==> config.mk <==
export PLATFORM = sky130hd
export DESIGN_NAME = imd_ram
export DESIGN_NICKNAME = d
export VERILOG_FILES = /design/src/design/imd_ram.sv
export SDC_FILE = /design/constraint.sdc
export NUM_CORES = 1
export LEC_CHECK = 0
export ABC_AREA = 1
export BUFFER_PORTS_ARGS = -buffer_cell sky130_fd_sc_hd__buf_2
export CORE_MARGIN = 1
export CORE_UTILIZATION = 55
export CTS_BUF_LIST = sky130_fd_sc_hd__clkbuf_16
export CTS_CLUSTER_SIZE = 28
export DETAILED_ROUTE_END_ITERATION = 10
export PLACE_DENSITY_LB_ADDON = 0.3
export SETUP_SLACK_MARGIN = 0.05
export SLEW_MARGIN = 20
export SYNTH_ARGS = -nofsm -noshare
export SYNTH_HDL_FRONTEND = slang
export SYNTH_SLANG_ARGS = --single-unit
==> constraint.sdc <==
create_clock -name clk_i -period 7.2 [get_ports clk_i]
set_clock_uncertainty 0.15 [all_clocks]
set_input_delay 0.36 -clock clk_i [delete_from_list [all_inputs] [get_ports clk_i]]
set_output_delay 0.36 -clock clk_i [all_outputs]
set_load 0.05 [all_outputs]
==> src/design/imd_ram.sv <==
// generic single-write, single-read ram with registered read data
`default_nettype none

module imd_ram #(
  parameter int unsigned WIDTH = 16,
  parameter int unsigned DEPTH = 64
) (
  input  wire logic                                     clk_i,
  input  wire logic                                     we_i,
  input  wire logic [((DEPTH > 1) ? $clog2(DEPTH) : 1)-1:0] waddr_i,
  input  wire logic [WIDTH-1:0]                         wdata_i,
  input  wire logic [((DEPTH > 1) ? $clog2(DEPTH) : 1)-1:0] raddr_i,
  output logic      [WIDTH-1:0]                         rdata_o
);

  logic [WIDTH-1:0] mem_q [DEPTH];
  logic [WIDTH-1:0] rdata_q;

  always_ff @(posedge clk_i) begin
    if (we_i) begin
      mem_q[waddr_i] <= wdata_i;
    end
    rdata_q <= mem_q[raddr_i];
  end

  assign rdata_o = rdata_q;

endmodule

`default_nettype wire

==> key figures <==
Status
  – Status: finished, final reports clean

CTS
  – CTS tree: done
  – CTS Hold Buffers Added: 0
  – CTS Sinks: 1040
  – Clock Tree Root: clkbuf_16
  – Setup Fix Bufs, Post-CTS: 0
  – Clock Tree Buf Depth: 3
  – H-tree level count: 3
  – Clock-pin slew on the worst setup and hold paths: around 0.06 ns
  – # resized after CTS: 0
  – Num CTS Buffers: approximately 100
  – Latest clock arrival within the worst-skew pair: ~0.67 ns

Job
  – Max-cap violations: 0

Detailed routing
  – DR WL/cell: 23.4 µm
  – Vias post-DR: roughly 27000
  – Routed WL: 108000 µm
  – Antenna Violating Nets Remaining: 0
  – Vias per std cell: slightly below 6
  – DR DRC count: 0
  – Initial drt markers: 3460
  – Drt pass-1 iters: 5

Timing
  – Fin. max-slew vios: 0
  – Endpoints failing setup: 0
  – Worst-margin pin slew: 1.07 ns
  – Fmax: 0.297 GHz
  – Final count of hold timing violations: 0
  – Post-route setup TNS: 0 ns
  – Fin crit period: ~3.4 ns
  – Slew margin rel.: 28.6%
  – RSZ-0062 raised after global routing: false
  – Final period util: 46.8%

Logic synthesis
  – Synthesis warning total: 0
  – Area contributors post-synth: edfxtp_1 (73%), nand2_1 (12%), nand3_1 (10%)
  – Distinct cells, synth: 16
  – Cell count after synthesis: between 3000 and 4000
  – Yosys top cell by area: edfxtp_1
  – Yosys top cell area share: between 70% and 80%
  – Syn nets: approximately 3500
  – Avg Cell Area, Syn: between 10 and 15 µm²
  – Synth Register Bits: 1040
  – Mapped cell area: between 0.04 and 0.05 mm²
  – Seq/Total Area, Yosys: between 70% and 80%

Setup path
  – CP Class: primary input to register
  – Endpoint type of the worst setup path: register
  – CP arrival: about 3.8 ns
  – Worst Path Required: ~7.6 ns
  – Worst Setup Start Kind: primary input
  – CP max FO: 87

Floorplanning
  – Rows: slightly above 100
  – Core area: between 0.07 and 0.08 mm²
  – Initial core utilization: between 50% and 60%
  – IO Pins: 46
  – Die Y-Extent: around 280 µm
  – Die width: between 200 and 300 µm
  – Die area: 0.0777 mm²

Place
  – Post-DP HPWL: roughly 56000 µm
  – I/O Buffers: between 40 and 50
  – Final GP Congestion: 0.849
  – Post-DP Area: 0.0430 mm²

Final layout
  – Final Util: just over 60%
  – Storage cell area: between 0.03 and 0.04 mm²
  – Layout cells sized above 1: ~8.5%
  – Multi-input gate area: between 0.009 and 0.01 mm²
  – Most frequent cells in the layout: nand2_1 (1296), edfxtp_1 (1024), nand3_1 (871)
  – Design area: approximately 0.047 mm²
  – Fillers: roughly 5700
  – Layout area overhead: 10.5%
  – Most common cell after layout, fill and taps aside: nand2_1
  – Final #Nets: approximately 3600

GRT
  – Global Route Usage Sum: 27.8%
  – Initial antenna violation count: 4
  – Top Usage Layer GRT: met2
  – Total gr overflow: 0
  – GR Util met2: 42.8%
  – Met1 GRT Util: 38.7%
  – Vias in the first global route: 25300
  – Largest net degree at the start of global routing: 192
  – Met3 global-route usage: 7.56%
  – First-pass GRT wire length: approximately 160000 µm

Hold path
  – Worst hold path type: primary input to register

Power
  – Worst IR Drop VDD: about 0.22 mV
  – Leak: between 0.015 and 0.02 µW
  – Power Density: between 200 and 300 mW/mm²
cell families (layout without fill, tap and decap cells):
logic type             Yosys count  in the layout  synth area share (%)
DFF                           1040           1040                  73.8
and+or+nand+nor               2240           2240                  22.7
buffers and inverters          237            351                  3.54
other                            0              2                     0
synthesized netlist by cell type:
library cell / count
nor4_1: 8
inv_8: 1
nor2_1: 56
nand3_1: 871
buf_8: 1
inv_2: 2
buf_1: 17
nand2_1: 1296
dfxtp_1: 16
buf_2: 113
inv_1: 9
buf_4: 19
edfxtp_1: 1024
buf_6: 49
clkbuf_1: 26
nand4_1: 9
per-layer routing:
metal / vias up / share of wire [%]
met5: - / 0.030
met4: 6 / 3.1
met3: 215 / 12
met2: 1381 / 46
met1: 13300 / 39
li1: 12400 / -
layout make-up:
| class | count | share of cell area (%) |
|---|---|---|
| Multi-Input combinational cell | 2240 | 20.6 |
| Clock inverter | 87 | 1.93 |
| Clock buffer | 106 | 5.70 |
| Tap cell | 978 | 2.63 |
| Timing Repair Buffer | 146 | 2.19 |
| Sequential cell | 1040 | 66.8 |
| Inverter | 12 | 0.153 |
| Antenna cell | 2 | 0.0108 |
final timing paths:
kind | cells past startpoint | to | start | slack, ns
setup / recovery | 11 | rdata_o[2]$_DFF_P_ | raddr_i[0] | 3.83
hold / removal | 3 | rdata_o[8]$_DFF_P_ | raddr_i[5] | 0.1
hold reg to reg | 8 | rdata_o[2]$_DFF_P_ | mem_q[53][2]$_DFFE_PP_ | 0.65
setup reg to reg | 8 | rdata_o[5]$_DFF_P_ | mem_q[3][5]$_DFFE_PP_ | 5.32
worst max-delay path, cell delays in order:
cell     delay (ns)
buf_8          0.41
buf_4          0.78
buf_4          0.87
nand2_1        0.11
nand3_1        0.12
nand3_1        0.09
nand2_1        0.12
nand2_1        0.06
nand3_1        0.24
nand3_1        0.32
nand2_1        0.16
per-stage QoR:
step	cells	setup WS, ns	total power [µW]	hold slack [ns]
6_report	4611	3.83	13100	0.0985
5_1_grt	4609	3.65	13500	0.0797
4_1_cts	4609	3.94	13200	0.0379
3_5_place_dp	4416	3.28	7640	0.638
3_3_place_gp	4416	3.28	7640	0.635
2_1_floorplan	3517	4.14	7330	0.309
registers in the layout, indices dropped and copies added, names as in the netlist:
| name | count |
|---|---|
| rdata_o | 16 |
| mem_q | 1024 |
where the power goes:
part           switching, µW  internal, µW  leakage [µW]
Clock                   2260          3340       0.00180
Combinational            627           177       0.00575
Sequential              27.0          6700       0.00935
No activity file was read; power rests on OpenSTA's default activity.
