==> config.mk <==
export PLATFORM = sky130hd
export DESIGN_NAME = imd_mac
export DESIGN_NICKNAME = d
export VERILOG_FILES = /design/src/design/imd_pkg.sv /design/src/design/imd_mac.sv
export SDC_FILE = /design/constraint.sdc
export NUM_CORES = 2
export LEC_CHECK = 0
export BUFFER_PORTS_ARGS = -buffer_cell sky130_fd_sc_hd__clkbuf_2
export CAP_MARGIN = 10
export CELL_PAD_IN_SITES_DETAIL_PLACEMENT = 2
export CELL_PAD_IN_SITES_GLOBAL_PLACEMENT = 2
export CORE_MARGIN = 5
export CORE_UTILIZATION = 37
export DETAILED_ROUTE_END_ITERATION = 10
export PLACE_DENSITY_LB_ADDON = 0.1
export SETUP_SLACK_MARGIN = 0.05
export SLEW_MARGIN = 20
export SYNTH_ARGS = -nofsm -noshare
export SYNTH_HDL_FRONTEND = slang
export SYNTH_SLANG_ARGS = --single-unit
export TNS_END_PERCENT = 10
==> constraint.sdc <==
create_clock -name clk_i -period 6.7 [get_ports clk_i]
set_input_delay 0.335 -clock clk_i [delete_from_list [all_inputs] [get_ports clk_i]]
set_output_delay 0.335 -clock clk_i [all_outputs]
set_load 0.05 [all_outputs]
==> src/design/imd_pkg.sv <==
// shared types and constants for the integer matrix determinant block
`default_nettype none

package imd_pkg;

  localparam int unsigned DET_BITS = 64;
  localparam int unsigned CFG_BITS = 4;

  typedef enum logic [1:0] {
    ST_LOAD,
    ST_ISSUE,
    ST_DRAIN
  } imd_state_e;

  // tag that follows one cofactor term down the multiply-accumulate pipe
  typedef struct packed {
    logic valid;
    logic first;
    logic last;
    logic negate;
    logic final_term;
    logic m_one;
  } term_ctl_t;

  typedef struct packed {
    logic                wr_en;
    logic                done;
    logic [DET_BITS-1:0] value;
  } mac_res_t;

endpackage

`default_nettype wire

==> src/design/imd_mac.sv <==
// pipelined cofactor term multiply and signed accumulate with minor write-back
`default_nettype none

module imd_mac #(
  parameter int unsigned SET_BITS     = 8,
  parameter int unsigned ELEMENT_BITS = 16
) (
  input  wire logic                           clk_i,
  input  wire logic                           rst_ni,
  input  wire imd_pkg::term_ctl_t             ctl_i,
  input  wire logic [SET_BITS-1:0]            set_i,
  input  wire logic [ELEMENT_BITS-1:0]        elem_i,
  input  wire logic [imd_pkg::DET_BITS-1:0]   minor_i,
  input  wire logic                           out_busy_i,
  input  wire logic [SET_BITS-1:0]            probe_i,
  output logic                                probe_hit_o,
  output logic [SET_BITS-1:0]                 wr_addr_o,
  output imd_pkg::mac_res_t                   res_o
);

  localparam int unsigned HALF = imd_pkg::DET_BITS / 2;
  localparam int unsigned OPW  = HALF + 1;

  imd_pkg::term_ctl_t ctl2_q, ctl3_q;
  logic [SET_BITS-1:0] set2_q, set3_q;
  logic [imd_pkg::DET_BITS-1:0] lo2_q, term3_q, acc_q, acc_d, acc_base;
  logic [ELEMENT_BITS-1:0] e2_q;
  logic [HALF-1:0] mh2_q;

  logic signed [OPW-1:0] e_ext, ml_ext, e2_ext, mh_ext;
  logic signed [2*OPW-1:0] prod_lo, prod_hi;
  logic hold, advance;

  // signed element times unsigned halves of the minor, modulo 2^64
  assign e_ext   = {{(OPW-ELEMENT_BITS){elem_i[ELEMENT_BITS-1]}}, elem_i};
  assign ml_ext  = {1'b0, minor_i[HALF-1:0]};
  assign prod_lo = e_ext * ml_ext;
  assign e2_ext  = {{(OPW-ELEMENT_BITS){e2_q[ELEMENT_BITS-1]}}, e2_q};
  assign mh_ext  = {1'b0, mh2_q};
  assign prod_hi = e2_ext * mh_ext;

  // final result waits in the last stage while the output register is full
  assign hold    = ctl3_q.valid && ctl3_q.final_term && out_busy_i;
  assign advance = ctl3_q.valid && !hold;

  always_ff @(posedge clk_i or negedge rst_ni) begin
    if (!rst_ni) begin
      ctl2_q <= '0;
      ctl3_q <= '0;
    end else begin
      ctl2_q <= ctl_i;
      if (!hold) begin
        ctl3_q <= ctl2_q;
      end
    end
  end

  always_ff @(posedge clk_i) begin
    lo2_q  <= prod_lo[imd_pkg::DET_BITS-1:0];
    e2_q   <= elem_i;
    mh2_q  <= minor_i[imd_pkg::DET_BITS-1:HALF];
    set2_q <= set_i;
    if (!hold) begin
      term3_q <= {lo2_q[imd_pkg::DET_BITS-1:HALF] + prod_hi[HALF-1:0], lo2_q[HALF-1:0]};
      set3_q  <= set2_q;
    end
    if (advance) begin
      acc_q <= acc_d;
    end
  end

  always_comb begin
    acc_base = ctl3_q.first ? '0 : acc_q;
    acc_d    = ctl3_q.negate ? (acc_base - term3_q) : (acc_base + term3_q);
  end

  assign res_o.wr_en = advance && ctl3_q.last;
  assign res_o.done  = advance && ctl3_q.final_term;
  assign res_o.value = acc_d;
  assign wr_addr_o   = set3_q;

  // minors still in flight here are not yet in memory
  assign probe_hit_o = (ctl2_q.valid && (set2_q == probe_i)) ||
                       (ctl3_q.valid && (set3_q == probe_i));

endmodule

`default_nettype wire

==> flow_summary.toml <==
[outcome]
status = "finished, final reports clean"

[timing]
fin_skew_ns = 0.0376
finalCriticalPeriod_ns = 6.45
fin_crit_sh = 0.963
finalHoldViolCount = 0
setup_viol = 0
max_freq_ghz = 0.155
worstMarginPinSlew_ns = 1.01
slew_viol_final = 0
rsz0062_at_grt = "true"
relSlewSlack = 0.328

[place]
dpl_cell_area_mm2 = 0.0451
post-dp-hpwl_um = 109000
gp_congestion = 0.844
io_buffers = 178

[worst_setup_path]
r2r_start = "mh2_q[10]"
critPathSlowestCell = "or4_4"
r2r-end = "term3_q[63]"
critPathMaxStageDelay_ns = 0.59
crit_type = "flop to output port"
worst_setup_path_end_kind = "output port"
reg2reg_slack_ns = 0.29
path_cells = "nor4_4 -> nand3b_1 -> or4_4 -> or4_4 -> nor2_4 -> nand2_2 -> nor3b_4 -> buf_6 -> a31oi_4 -> xnor2_1 -> ha_1 -> a21o_1 -> a21o_1 -> a21oi_2 -> nand3_1 -> o31a_1 -> a41o_1 -> buf_4 -> a21oi_1 -> xnor2_1 -> buf_2"
worst-path-max-fanout = 5
cp_data_required_time_ns = 6.36
crit_arrival_ns = 6.12
crit_path_start_kind = "flop"
r2r_cells = 25

[min_path]
min_path_type = "primary input to asynchronous set/reset pin"

[route]
viasPerCell = 4.92
wl_um = 130000
drt_iter0_drc = 1094
num_vias = 30900
firstDrtPassIters = 5
routedWlPerCell_um = 20.7
ant_nets = 0
drc_errors = 0

[finish]
design_area_mm2 = 0.0473
fillCellCount = 12100
syn_to_final_growth_pct = 14.9
fin_nets = 5934
drive_above_1_share = 0.113

[global_route]
grt_max_degree = 79
grt.overflow.total = 0
grt.total_usage = 0.224
grt_pass1_wl_um = 207000
grt_antenna_before_repair = 3
grt_pass1_vias = 36000

[logic_synthesis]
synth_cell_type_count = 72
synth_nets = 5623
synth_edf_count = 136
syn_area_mm2 = 0.0411
ys_ff_latch = 251
ys.flop_type = "edfxtp_1"
seq_area_frac_synth = 0.156
syn_inst = 4450
syn_area_per_cell_um2 = 9.25
yosys_warnings = 0
synth-async-reset-ratio = 0.0398

[die]
die_w_um = 343
core_region_area_mm2 = 0.111
start_util = 0.372
row_count = 122
num_io_pins = 180
die_h_um = 343
die-area_mm2 = 0.118

[clocking]
cts.htree.levels = 2
cts_root_buf = "clkbuf_16"
clock_latency_ns = 0.59
path_clk_slew_ns = 0.06
cts_buffer_depth = 3
cts_buffers = 35
cts_num_sinks = 251
cts_tree = "yes"

[flow_run]
cap_violations = 0
[critical path: cells and delay by family, from the launching register on]
kind                     cells  cell delay [ns]
AND/OR/NAND/NOR              8             2.17
AO/OA/AOI/OAI                7             1.56
buffers and inverters        3             0.67
flip-flops                   1             0.43
XOR/XNOR                     2             0.38
adder cells (fa/ha/maj)      1             0.33
[logic make-up (layout without fill, tap and decap cells)]
kind of cell	after synthesis	count (layout)	synth area share
compound gates	453	453	0.0699
buf+inv	1107	1445	0.101
flops	251	251	0.156
xor+xnor	239	239	0.0509
other cells	0	2	0
fa+ha+maj	1068	1068	0.462
mux	3	3	0.000791
simple gates	1329	1329	0.159
[layout by cell type, fill, tap and decap left out, drive strengths merged, types with 46 or more instances in the layout]
cell type and n:
inv 925, fa 753, nand2 581, and2 349, ha 315, buf 241, clkbuf 211, xnor2 176
a21oi 157, nor2 143, edfxtp 136, dfxtp 105, nor2b 83, a21o 80, o21ai 73, xor2 63
dlygate4sd3 46
[registers in the layout (all words and copies together), names as in the netlist]
register / count
acc_q: 64
term3_q: 64
lo2_q: 49
mh2_q: 32
e2_q: 16
set2_q: 8
wr_addr_o: 8
ctl2_q: 5
ctl3_q: 5
[metrics by stage]
stage                      util  worst slack, ns  TNS [ns]  hold slack (ns)  cells
after floorplan               -            0.184         0           0.0394   4450
after global placement    0.408          -0.0707   -0.0707            0.210   6146
after detailed placement  0.408           -0.229    -0.720            0.215   6146
after CTS                 0.425           0.0481         0            0.129   6263
after global routing      0.428          -0.0261   -0.0261            0.151   6276
final                     0.428            0.247         0            0.177   6278
[worst max path at each step]
stage          startpoint          end  slack [ns]
4_1_cts        term3_q[5]    res_o[60]        0.05
3_5_place_dp    elem_i[4]    lo2_q[46]       -0.23
6_report       term3_q[2]    res_o[53]        0.25
5_1_grt        term3_q[2]    res_o[63]       -0.03
2_1_floorplan     e2_q[2]  term3_q[57]        0.18
3_3_place_gp    elem_i[4]    lo2_q[46]       -0.07
[routing by layer]
layer  GRT usage  wire [um]
met3      0.0275       4740
met2       0.372      60500
met5           0          0
met4      0.0308       1320
met1       0.323      63700
[final cells by class]
type | instances | area (um^2) | area share
multi-input cells | 3092 | 30800 | 0.651
clock buffers | 39 | 901 | 0.0191
inverters | 922 | 3460 | 0.0732
diodes | 2 | 5.00 | 0.000106
repair buffers | 459 | 3420 | 0.0723
well taps | 1488 | 1860 | 0.0394
flip-flops and latches | 251 | 6450 | 0.136
clock inverters | 25 | 390 | 0.00826
[synth_stat cells (6+ instances only)]
cell type / instances / area (um^2)
nor2_1: 142 / 533
o21a_1: 29 / 218
nor4_1: 13 / 81.3
a21o_1: 80 / 601
ha_1: 315 / 3940
and3_1: 14 / 87.6
nand4_1: 18 / 113
nand2_1: 580 / 2180
xnor2_1: 176 / 1540
a211oi_1: 9 / 67.6
dfrtp_1: 10 / 250
o21bai_1: 24 / 180
nand2b_1: 38 / 238
or3_1: 10 / 62.6
a21boi_0: 6 / 45.0
a21oi_1: 157 / 786
xor2_1: 63 / 552
nor3_1: 28 / 140
edfxtp_1: 136 / 4080
and2_1: 349 / 2180
a31oi_1: 18 / 113
a211o_1: 7 / 61.3
nor2b_1: 83 / 519
dfxtp_1: 105 / 2100
o211ai_1: 9 / 67.6
clkbuf_1: 183 / 687
inv_1: 921 / 3460
fa_1: 753 / 15100
o21ai_0: 71 / 355
nand3_1: 29 / 145
[what timing repair did]
item,in CTS,in global routing
buffers inserted,7,13
gates resized for setup,15,62
hold buffers,46,0
hold endpoints to repair,55,0
pin swaps,6,28
setup endpoints to repair,8,18
Power is left out: the tool's default activity adds up to more than one toggle a clock period on the data nets, which glitch-free logic cannot reach.
